===== src/rtl/wsdefr_pkg.sv =====
// Shared types, constants and helpers for the WebSocket frame deframer.
// Depends on nothing; every rtl module refers to it by scoped names.
`default_nettype none

package wsdefr_pkg;

  localparam int unsigned LENGTH_BITS = 64;
  localparam int unsigned QUEUE_DEPTH = 2;
  localparam int unsigned QUEUE_AW    = $clog2(QUEUE_DEPTH);
  localparam int unsigned QUEUE_CW    = $clog2(QUEUE_DEPTH + 1);

  localparam logic [3:0] OP_CONT  = 4'h0;
  localparam logic [3:0] OP_TEXT  = 4'h1;
  localparam logic [3:0] OP_CLOSE = 4'h8;

  localparam logic [6:0] LEN_CODE_16 = 7'd126;
  localparam logic [6:0] LEN_CODE_64 = 7'd127;

  localparam logic [3:0] EXT_BYTES_16 = 4'd2;
  localparam logic [3:0] EXT_BYTES_64 = 4'd8;
  localparam logic [3:0] MASK_BYTES   = 4'd4;

  localparam logic [1:0] KIND_DATA  = 2'd0;
  localparam logic [1:0] KIND_CLOSE = 2'd1;
  localparam logic [1:0] KIND_OTHER = 2'd2;

  typedef enum logic [4:0] {
    PH_B0   = 5'b00001,
    PH_B1   = 5'b00010,
    PH_EXT  = 5'b00100,
    PH_MASK = 5'b01000,
    PH_DATA = 5'b10000
  } phase_e;

  typedef struct packed {
    logic [7:0] payload;
    logic [1:0] kind;
    logic       first;
    logic       last;
    logic       empty;
  } word_t;

  typedef struct packed {
    logic  valid;
    word_t word;
  } push_t;

  function automatic logic [1:0] kind_of(input logic [3:0] op);
    logic [1:0] k;
    k = KIND_OTHER;
    if (op == OP_CONT || op == OP_TEXT) k = KIND_DATA;
    else if (op == OP_CLOSE) k = KIND_CLOSE;
    return k;
  endfunction

endpackage

`default_nettype wire


===== src/rtl/wsdefr_parser.sv =====
// Front part: header parser that classifies each stream byte and pushes words.
// Depends on wsdefr_pkg.
`default_nettype none

module wsdefr_parser (
  input  wire logic                clk_i,
  input  wire logic                rst_ni,
  input  wire logic                accept_i,
  input  wire logic [7:0]          byte_i,
  output wsdefr_pkg::push_t        push_o
);

  wsdefr_pkg::phase_e                       phase_q, phase_d;
  logic [3:0]                               opcode_q, opcode_d;
  logic                                     mask_q, mask_d;
  logic                                     long_q, long_d;
  logic [3:0]                               hcnt_q, hcnt_d;
  logic [wsdefr_pkg::LENGTH_BITS-1:0]       rem_q, rem_d;
  logic                                     first_q, first_d;

  logic [6:0]                               code;
  logic [3:0]                               hcnt_inc;
  logic [3:0]                               ext_total;
  logic [wsdefr_pkg::LENGTH_BITS-1:0]       rem_shift;
  logic [wsdefr_pkg::LENGTH_BITS-1:0]       rem_dec;
  logic [wsdefr_pkg::LENGTH_BITS-1:0]       len_val;
  logic                                     len_done;
  logic                                     hdr_done;
  logic                                     emit_empty;
  logic                                     emit_data;

  assign code      = byte_i[6:0];
  assign hcnt_inc  = hcnt_q + 4'd1;
  assign ext_total = long_q ? wsdefr_pkg::EXT_BYTES_64 : wsdefr_pkg::EXT_BYTES_16;
  assign rem_shift = {rem_q[wsdefr_pkg::LENGTH_BITS-9:0], byte_i};
  assign rem_dec   = rem_q - {{(wsdefr_pkg::LENGTH_BITS-1){1'b0}}, 1'b1};

  always_comb begin
    phase_d    = phase_q;
    opcode_d   = opcode_q;
    mask_d     = mask_q;
    long_d     = long_q;
    hcnt_d     = hcnt_q;
    rem_d      = rem_q;
    first_d    = first_q;
    len_val    = rem_q;
    len_done   = 1'b0;
    hdr_done   = 1'b0;
    emit_empty = 1'b0;
    emit_data  = 1'b0;

    if (accept_i) begin
      case (phase_q)
        wsdefr_pkg::PH_B0: begin
          opcode_d = byte_i[3:0];
          phase_d  = wsdefr_pkg::PH_B1;
        end
        wsdefr_pkg::PH_B1: begin
          mask_d = byte_i[7];
          hcnt_d = 4'd0;
          if (code == wsdefr_pkg::LEN_CODE_16 || code == wsdefr_pkg::LEN_CODE_64) begin
            long_d  = (code == wsdefr_pkg::LEN_CODE_64);
            rem_d   = '0;
            phase_d = wsdefr_pkg::PH_EXT;
          end else begin
            len_val  = {{(wsdefr_pkg::LENGTH_BITS-7){1'b0}}, code};
            rem_d    = len_val;
            len_done = 1'b1;
          end
        end
        wsdefr_pkg::PH_EXT: begin
          rem_d   = rem_shift;
          len_val = rem_shift;
          hcnt_d  = hcnt_inc;
          if (hcnt_inc >= ext_total) len_done = 1'b1;
        end
        wsdefr_pkg::PH_MASK: begin
          hcnt_d = hcnt_inc;
          if (hcnt_inc >= wsdefr_pkg::MASK_BYTES) hdr_done = 1'b1;
        end
        wsdefr_pkg::PH_DATA: begin
          rem_d     = rem_dec;
          emit_data = 1'b1;
          first_d   = 1'b0;
          if (rem_dec == '0) phase_d = wsdefr_pkg::PH_B0;
        end
        default: begin
          phase_d = wsdefr_pkg::PH_B0;
        end
      endcase

      if (len_done) begin
        if (mask_d) begin
          phase_d = wsdefr_pkg::PH_MASK;
          hcnt_d  = 4'd0;
        end else begin
          hdr_done = 1'b1;
        end
      end

      if (hdr_done) begin
        if (len_val == '0) begin
          emit_empty = 1'b1;
          first_d    = 1'b0;
          phase_d    = wsdefr_pkg::PH_B0;
        end else begin
          first_d = 1'b1;
          phase_d = wsdefr_pkg::PH_DATA;
        end
      end
    end
  end

  always_comb begin
    push_o.valid      = emit_data | emit_empty;
    push_o.word.kind  = wsdefr_pkg::kind_of(opcode_q);
    push_o.word.empty = emit_empty;
    if (emit_empty) begin
      push_o.word.payload = 8'h00;
      push_o.word.first   = 1'b1;
      push_o.word.last    = 1'b1;
    end else begin
      push_o.word.payload = byte_i;
      push_o.word.first   = first_q;
      push_o.word.last    = (rem_dec == '0);
    end
  end

  always_ff @(posedge clk_i or negedge rst_ni) begin
    if (!rst_ni) begin
      phase_q  <= wsdefr_pkg::PH_B0;
      opcode_q <= 4'h0;
      mask_q   <= 1'b0;
      long_q   <= 1'b0;
      hcnt_q   <= 4'd0;
      rem_q    <= '0;
      first_q  <= 1'b1;
    end else begin
      phase_q  <= phase_d;
      opcode_q <= opcode_d;
      mask_q   <= mask_d;
      long_q   <= long_d;
      hcnt_q   <= hcnt_d;
      rem_q    <= rem_d;
      first_q  <= first_d;
    end
  end

endmodule

`default_nettype wire


===== src/rtl/wsdefr_queue.sv =====
// Short word queue between the parser and the output stage.
// Depends on wsdefr_pkg.
`default_nettype none

module wsdefr_queue (
  input  wire logic                clk_i,
  input  wire logic                rst_ni,
  input  wire wsdefr_pkg::push_t   push_i,
  input  wire logic                pop_i,
  output wsdefr_pkg::word_t        head_o,
  output logic                     not_empty_o,
  output logic                     full_o
);

  wsdefr_pkg::word_t                  mem_q [wsdefr_pkg::QUEUE_DEPTH];
  logic [wsdefr_pkg::QUEUE_AW-1:0]    wr_ptr_q, rd_ptr_q;
  logic [wsdefr_pkg::QUEUE_CW-1:0]    count_q;
  logic                               do_push, do_pop;

  assign full_o      = (count_q == wsdefr_pkg::QUEUE_CW'(wsdefr_pkg::QUEUE_DEPTH));
  assign not_empty_o = (count_q != '0);
  assign head_o      = mem_q[rd_ptr_q];
  assign do_push     = push_i.valid && !full_o;
  assign do_pop      = pop_i && not_empty_o;

  always_ff @(posedge clk_i) begin
    if (do_push) mem_q[wr_ptr_q] <= push_i.word;
  end

  always_ff @(posedge clk_i or negedge rst_ni) begin
    if (!rst_ni) begin
      wr_ptr_q <= '0;
      rd_ptr_q <= '0;
      count_q  <= '0;
    end else begin
      if (do_push) begin
        wr_ptr_q <= (wr_ptr_q == wsdefr_pkg::QUEUE_AW'(wsdefr_pkg::QUEUE_DEPTH - 1))
                    ? '0 : wr_ptr_q + 1'b1;
      end
      if (do_pop) begin
        rd_ptr_q <= (rd_ptr_q == wsdefr_pkg::QUEUE_AW'(wsdefr_pkg::QUEUE_DEPTH - 1))
                    ? '0 : rd_ptr_q + 1'b1;
      end
      if (do_push && !do_pop) count_q <= count_q + wsdefr_pkg::QUEUE_CW'(1);
      else if (do_pop && !do_push) count_q <= count_q - wsdefr_pkg::QUEUE_CW'(1);
    end
  end

endmodule

`default_nettype wire


===== src/rtl/wsdefr_outreg.sv =====
// Back part: output register that drains the queue onto the result channel.
// Depends on wsdefr_pkg.
`default_nettype none

module wsdefr_outreg (
  input  wire logic                clk_i,
  input  wire logic                rst_ni,
  input  wire wsdefr_pkg::word_t   head_i,
  input  wire logic                not_empty_i,
  output logic                     pop_o,
  input  wire logic                ready_i,
  output logic                     valid_o,
  output wsdefr_pkg::word_t        word_o
);

  logic              valid_q;
  wsdefr_pkg::word_t word_q;

  assign pop_o   = not_empty_i && (!valid_q || ready_i);
  assign valid_o = valid_q;
  assign word_o  = word_q;

  always_ff @(posedge clk_i) begin
    if (pop_o) word_q <= head_i;
  end

  always_ff @(posedge clk_i or negedge rst_ni) begin
    if (!rst_ni) begin
      valid_q <= 1'b0;
    end else if (pop_o) begin
      valid_q <= 1'b1;
    end else if (ready_i) begin
      valid_q <= 1'b0;
    end
  end

endmodule

`default_nettype wire


===== src/rtl/websocket_frame_deframer_unit.sv =====
// Top level of the WebSocket frame deframer: parser, word queue, output register.
// Depends on wsdefr_pkg, wsdefr_parser, wsdefr_queue and wsdefr_outreg.
//
//   channel  handshake                  payload
//   input    in_valid_i / in_ready_o    stream_byte_i
//   output   out_valid_o / out_ready_i  payload_byte_o, frame_kind_o, first_of_frame_o,
//                                       last_of_frame_o, empty_frame_o
//
// One stream byte is taken per cycle while in_ready_o is high.
// The parser updates its header state and payload count in the cycle of acceptance.
// A two-word queue and the output register absorb output stalls; in_ready_o drops
// only while the queue is full.
// Reset returns the parser to the first header byte and empties queue and output.
`default_nettype none

module websocket_frame_deframer_unit (
  input  wire logic       clk_i,
  input  wire logic       rst_ni,
  input  wire logic       in_valid_i,
  output logic            in_ready_o,
  input  wire logic [7:0] stream_byte_i,
  output logic            out_valid_o,
  input  wire logic       out_ready_i,
  output logic [7:0]      payload_byte_o,
  output logic [1:0]      frame_kind_o,
  output logic            first_of_frame_o,
  output logic            last_of_frame_o,
  output logic            empty_frame_o
);

  wsdefr_pkg::push_t push;
  wsdefr_pkg::word_t head;
  wsdefr_pkg::word_t out_word;
  logic              q_full, q_not_empty, q_pop, accept;

  assign in_ready_o = !q_full;
  assign accept     = in_valid_i && in_ready_o;

  wsdefr_parser u_parser (
    .clk_i    (clk_i),
    .rst_ni   (rst_ni),
    .accept_i (accept),
    .byte_i   (stream_byte_i),
    .push_o   (push)
  );

  wsdefr_queue u_queue (
    .clk_i       (clk_i),
    .rst_ni      (rst_ni),
    .push_i      (push),
    .pop_i       (q_pop),
    .head_o      (head),
    .not_empty_o (q_not_empty),
    .full_o      (q_full)
  );

  wsdefr_outreg u_outreg (
    .clk_i       (clk_i),
    .rst_ni      (rst_ni),
    .head_i      (head),
    .not_empty_i (q_not_empty),
    .pop_o       (q_pop),
    .ready_i     (out_ready_i),
    .valid_o     (out_valid_o),
    .word_o      (out_word)
  );

  assign payload_byte_o   = out_word.payload;
  assign frame_kind_o     = out_word.kind;
  assign first_of_frame_o = out_word.first;
  assign last_of_frame_o  = out_word.last;
  assign empty_frame_o    = out_word.empty;

endmodule

`default_nettype wire


===== config.mk =====
export PLATFORM = sky130hd
export DESIGN_NAME = websocket_frame_deframer_unit
export DESIGN_NICKNAME = d
export VERILOG_FILES = /design/src/rtl/wsdefr_pkg.sv /design/src/rtl/wsdefr_parser.sv /design/src/rtl/wsdefr_queue.sv /design/src/rtl/wsdefr_outreg.sv /design/src/rtl/websocket_frame_deframer_unit.sv
export SDC_FILE = /design/constraint.sdc
export NUM_CORES = 1
export LEC_CHECK = 0
export BUFFER_PORTS_ARGS = -buffer_cell sky130_fd_sc_hd__buf_4
export CORE_MARGIN = 1
export CORE_UTILIZATION = 40
export CTS_BUF_LIST = sky130_fd_sc_hd__clkbuf_8
export DETAILED_ROUTE_END_ITERATION = 7
export HOLD_SLACK_MARGIN = 0.03
export PLACE_DENSITY = 0.55
export SLEW_MARGIN = 20
export SYNTH_ARGS = -nofsm -noshare
export SYNTH_HDL_FRONTEND = slang
export SYNTH_HIERARCHICAL = 1
export SYNTH_SLANG_ARGS = --single-unit

===== constraint.sdc =====
create_clock -name clk_i -period 4.1 [get_ports clk_i]
set_clock_uncertainty 0.1 [all_clocks]
set_input_delay 0.82 -clock clk_i [delete_from_list [all_inputs] [get_ports clk_i]]
set_output_delay 0.82 -clock clk_i [all_outputs]
set_load 0.01 [all_outputs]

==> impl_metrics.tcl <==
set metrics [dict create \
    status "complete, no violations" \
    fin_crit_sh_pct 94.2 \
    dieWidth_microns 144 \
    synth_warnings 6 \
    r2r_cells 12 \
    max_slew_margin_pct 36.1 \
    grt_use_total_pct 27.0 \
    hold_class "reg -> reg" \
    netlist_instances 938 \
    routed.top_layer "met4" \
    r2r_slack_ps 240 \
    finalSetupViolCount 0 \
    die_area_sq_mm 0.0206 \
    cts_resized 0 \
    syn_area_per_cell_sq_um 8.54 \
    worst-path-stages 12 \
    path_clk_slew_ps 90 \
    hold_ws_ps 372 \
    timing.rr.end "u_queue/count_q[1]" \
    ir_drop_v 0.000294 \
    cts_tree "done" \
    core_sq_mm 0.0195 \
    setup_ws_ps 238 \
    p_seq_share_pct 30.7 \
    cap_viol_max_count 0 \
    root_buffer "clkbuf_8" \
    leakage_nw 3.55 \
    wl_microns 26800 \
    critPathMaxStageDelay_ps 680 \
    pre_cts_slack_ps 280 \
    synth.distinct_cells 72 \
    antenna_left 0 \
    synth-main-ff-cell "dfrtp_1" \
    viasPerCell 6.23 \
    grt_pass1_wl_microns 41500 \
    internal_power_mw 3.40 \
    num_antenna_cells 0 \
    timing.rr.start "u_parser/rem_q[13]" \
    fmax_mhz 259 \
    grt_max_degree 77 \
    worst_pin_slew_ps 958 \
    rsz0062_at_grt "no" \
    cts_buffers 17 \
    critical_path.cell_chain "or4_4, or4b_4, or3b_2, nor4_1, o31ai_1, nor3b_2, a21o_1, nand2_1, inv_1, ha_1, nor2_1, xor2_1" \
    route.met3.wl_microns 1940 \
    wl_per_cell_microns 21.7 \
    startpoint "u_parser/rem_q[13]" \
    hold_buffers 0 \
    post-route-util_pct 46.2 \
    worstPathMaxFanout 17 \
    grt-ovfl-total 0 \
    crit_path_end_kind "flip-flop" \
    min_path_cells 2 \
    layout-area-overhead-vs-synth_pct 12.6 \
    drt-initial-drc-count 827 \
    final_common_cell "o21ai_0" \
    synth_seq_area_share_pct 41.2 \
    vias 7663 \
    gp_congestion 0.950 \
    cp-start-kind "flip-flop" \
    postCtsSetupBuffers 0 \
    htree_levels 4 \
    cp_num_buf_inv 1 \
    drive_gt1_share_pct 16.4 \
    fillerInstances 1938 \
    wl_met2_microns 12200 \
    worstPathArrival_ps 4150 \
    grt_pass1_vias 7159 \
    async_flop_share_pct 68.5 \
    fin_crit_ps 3860 \
    std_cell_rows 51 \
    layout_common_cells "111 x o21ai_0, 87 x nor2_1, 83 x dfrtp_1" \
    die_y_microns 144 \
    dp_hpwl_microns 18600 \
    grt_antenna_before_repair 0 \
    dr.pass1.iters 6 \
    clk_latency_ps 460 \
    crit_type "reg -> reg" \
    drc 0 \
    swShare_pct 48.8 \
    clkPwrFrac_pct 17.4 \
    cp_top_family "simple AND/OR/NAND/NOR gates" \
    required_ps 4380 \
    worstSetupEndpoint "u_queue/count_q[1]" \
    start_util_pct 41.0 \
    setup_tns_ps 0 \
    clockBufferDepth 2 \
    combPwrFrac_pct 51.9 \
    syn_nets 956 \
    crit_slowest_cell "or4b_4" \
    p_per_area_mw_per_mm2 735 \
    synth-seq-cells 124 \
    finalPower_mw 6.63 \
    port_buffers 26 \
    synth_edf_count 39 \
    m1WireLength_microns 11900 \
    syn_area_sq_mm 0.00802 \
    ios 27 \
    p_switching_mw 3.23 \
    finalHoldViolations 0 \
    slew_viol_final 0 \
    final_nets 971 \
    cts.sink_count 124 \
]
==> cells in the mapped netlist (4+ instances only) <==
cell type	number	area, sq um
a32oi_1	18	158
edfxtp_1	39	1170
or2_2	6	37.5
xnor2_1	25	219
nand2_1	68	255
or3_1	10	62.6
nor2_1	88	330
nand3b_1	5	37.5
xor2_1	4	35.0
nor2b_1	13	81.3
a21oi_1	55	275
a22o_1	5	43.8
nand4b_1	4	35.0
o21ai_0	111	556
ha_1	6	75.1
mux2_2	21	236
a31oi_1	5	31.3
nand2b_1	5	31.3
nor3_1	41	205
o31ai_1	5	37.5
inv_1	22	82.6
a221oi_1	7	61.3
o22ai_1	6	37.5
a22oi_1	14	105
nand4_1	25	156
or4_1	9	67.6
and3_1	8	50.1
a21o_1	4	30.0
nand3_1	24	120
nor3b_1	6	45.0
dfrtp_1	83	2080
nor4b_1	6	52.6
nor4_1	46	288
and4_1	5	43.8
clkbuf_1	73	274
and2_1	5	31.3
==> state kept, by name (all words and copies together) (netlist names) <==
name / flops
u_queue/mem_q: 26
u_queue/rd_ptr_q: 1
u_queue/count_q: 2
u_outreg/word_o: 13
u_parser/rem_q: 64
u_parser/phase_q: 5
u_parser/mask_q: 1
u_parser/first_q: 1
u_parser/hcnt_q: 4
u_parser/opcode_q: 4
u_queue/wr_ptr_q: 1
u_parser/long_q: 1
u_outreg/valid_o: 1
==> area by class of cell <==
| cell class | count | area [sq um] | area share [%] |
|---|---|---|---|
| multi-input combinational | 710 | 4310 | 47.8 |
| inverter | 22 | 82.6 | 0.915 |
| timing repair buffer | 78 | 586 | 6.49 |
| tap | 265 | 332 | 3.67 |
| clock inverter | 15 | 179 | 1.98 |
| clock buffer | 17 | 234 | 2.59 |
| sequential | 124 | 3300 | 36.6 |
==> power by group through the flow <==
stage               Sequential [mW]  Combinational (mW)  Clock, mW
global placement               2.04                3.38          0
floorplan                      1.86                2.40          0
CTS                            2.03                3.38       1.18
finish                         2.04                3.45       1.15
global route                   2.09                3.74       1.24
detailed placement             2.05                3.38          0
==> per-layer routing <==
metal,vias up,global-route usage [%]
li1,3559,-
met1,3725,36.4
met2,323,42.7
met3,56,6.20
met4,0,9.01
met5,-,0
==> kinds of logic (layout without fill, tap and decap cells) <==
family                   after synthesis  in the layout  share of synthesized area, %
AND/OR/NAND/NOR                      386            386                          25.6
AO/OA/AOI/OAI                        266            266                          20.7
adder cells (fa/ha/maj)                6              6                         0.937
buffers and inverters                104            132                          5.23
flip-flops                           124            124                          41.2
XOR/XNOR                              29             29                          3.17
multiplexers                          23             23                          3.20
==> per-stage QoR <==
step | instances | cell area (sq um)
global route | 1231 | 9020
CTS | 1231 | 9020
detailed placement | 1199 | 8610
finish | 1231 | 9020
global placement | 1199 | 8610
floorplan | 938 | 8020
==> how the worst min path moves through the flow <==
stage                startpoint               end  slack, ps
2_1_floorplan  u_parser/first_q  u_parser/first_q        340
3_3_place_gp   u_parser/first_q  u_parser/first_q        360
3_5_place_dp   u_parser/first_q  u_parser/first_q        360
4_1_cts        u_parser/first_q  u_parser/first_q        380
5_1_grt        u_parser/first_q  u_parser/first_q        410
6_report       u_parser/first_q  u_parser/first_q        370
==> worst reg2reg max path, stage by stage, from the launching register on <==
cell     delay (ps)
dfrtp_1         450
or4_4           600
or4b_4          680
or3b_2          490
nor4_1          260
o31ai_1         160
nor3b_2         210
a21o_1          130
nand2_1         110
inv_1            80
ha_1            250
nor2_1          140
xor2_1          140
No activity file was read; power rests on OpenSTA's default activity.
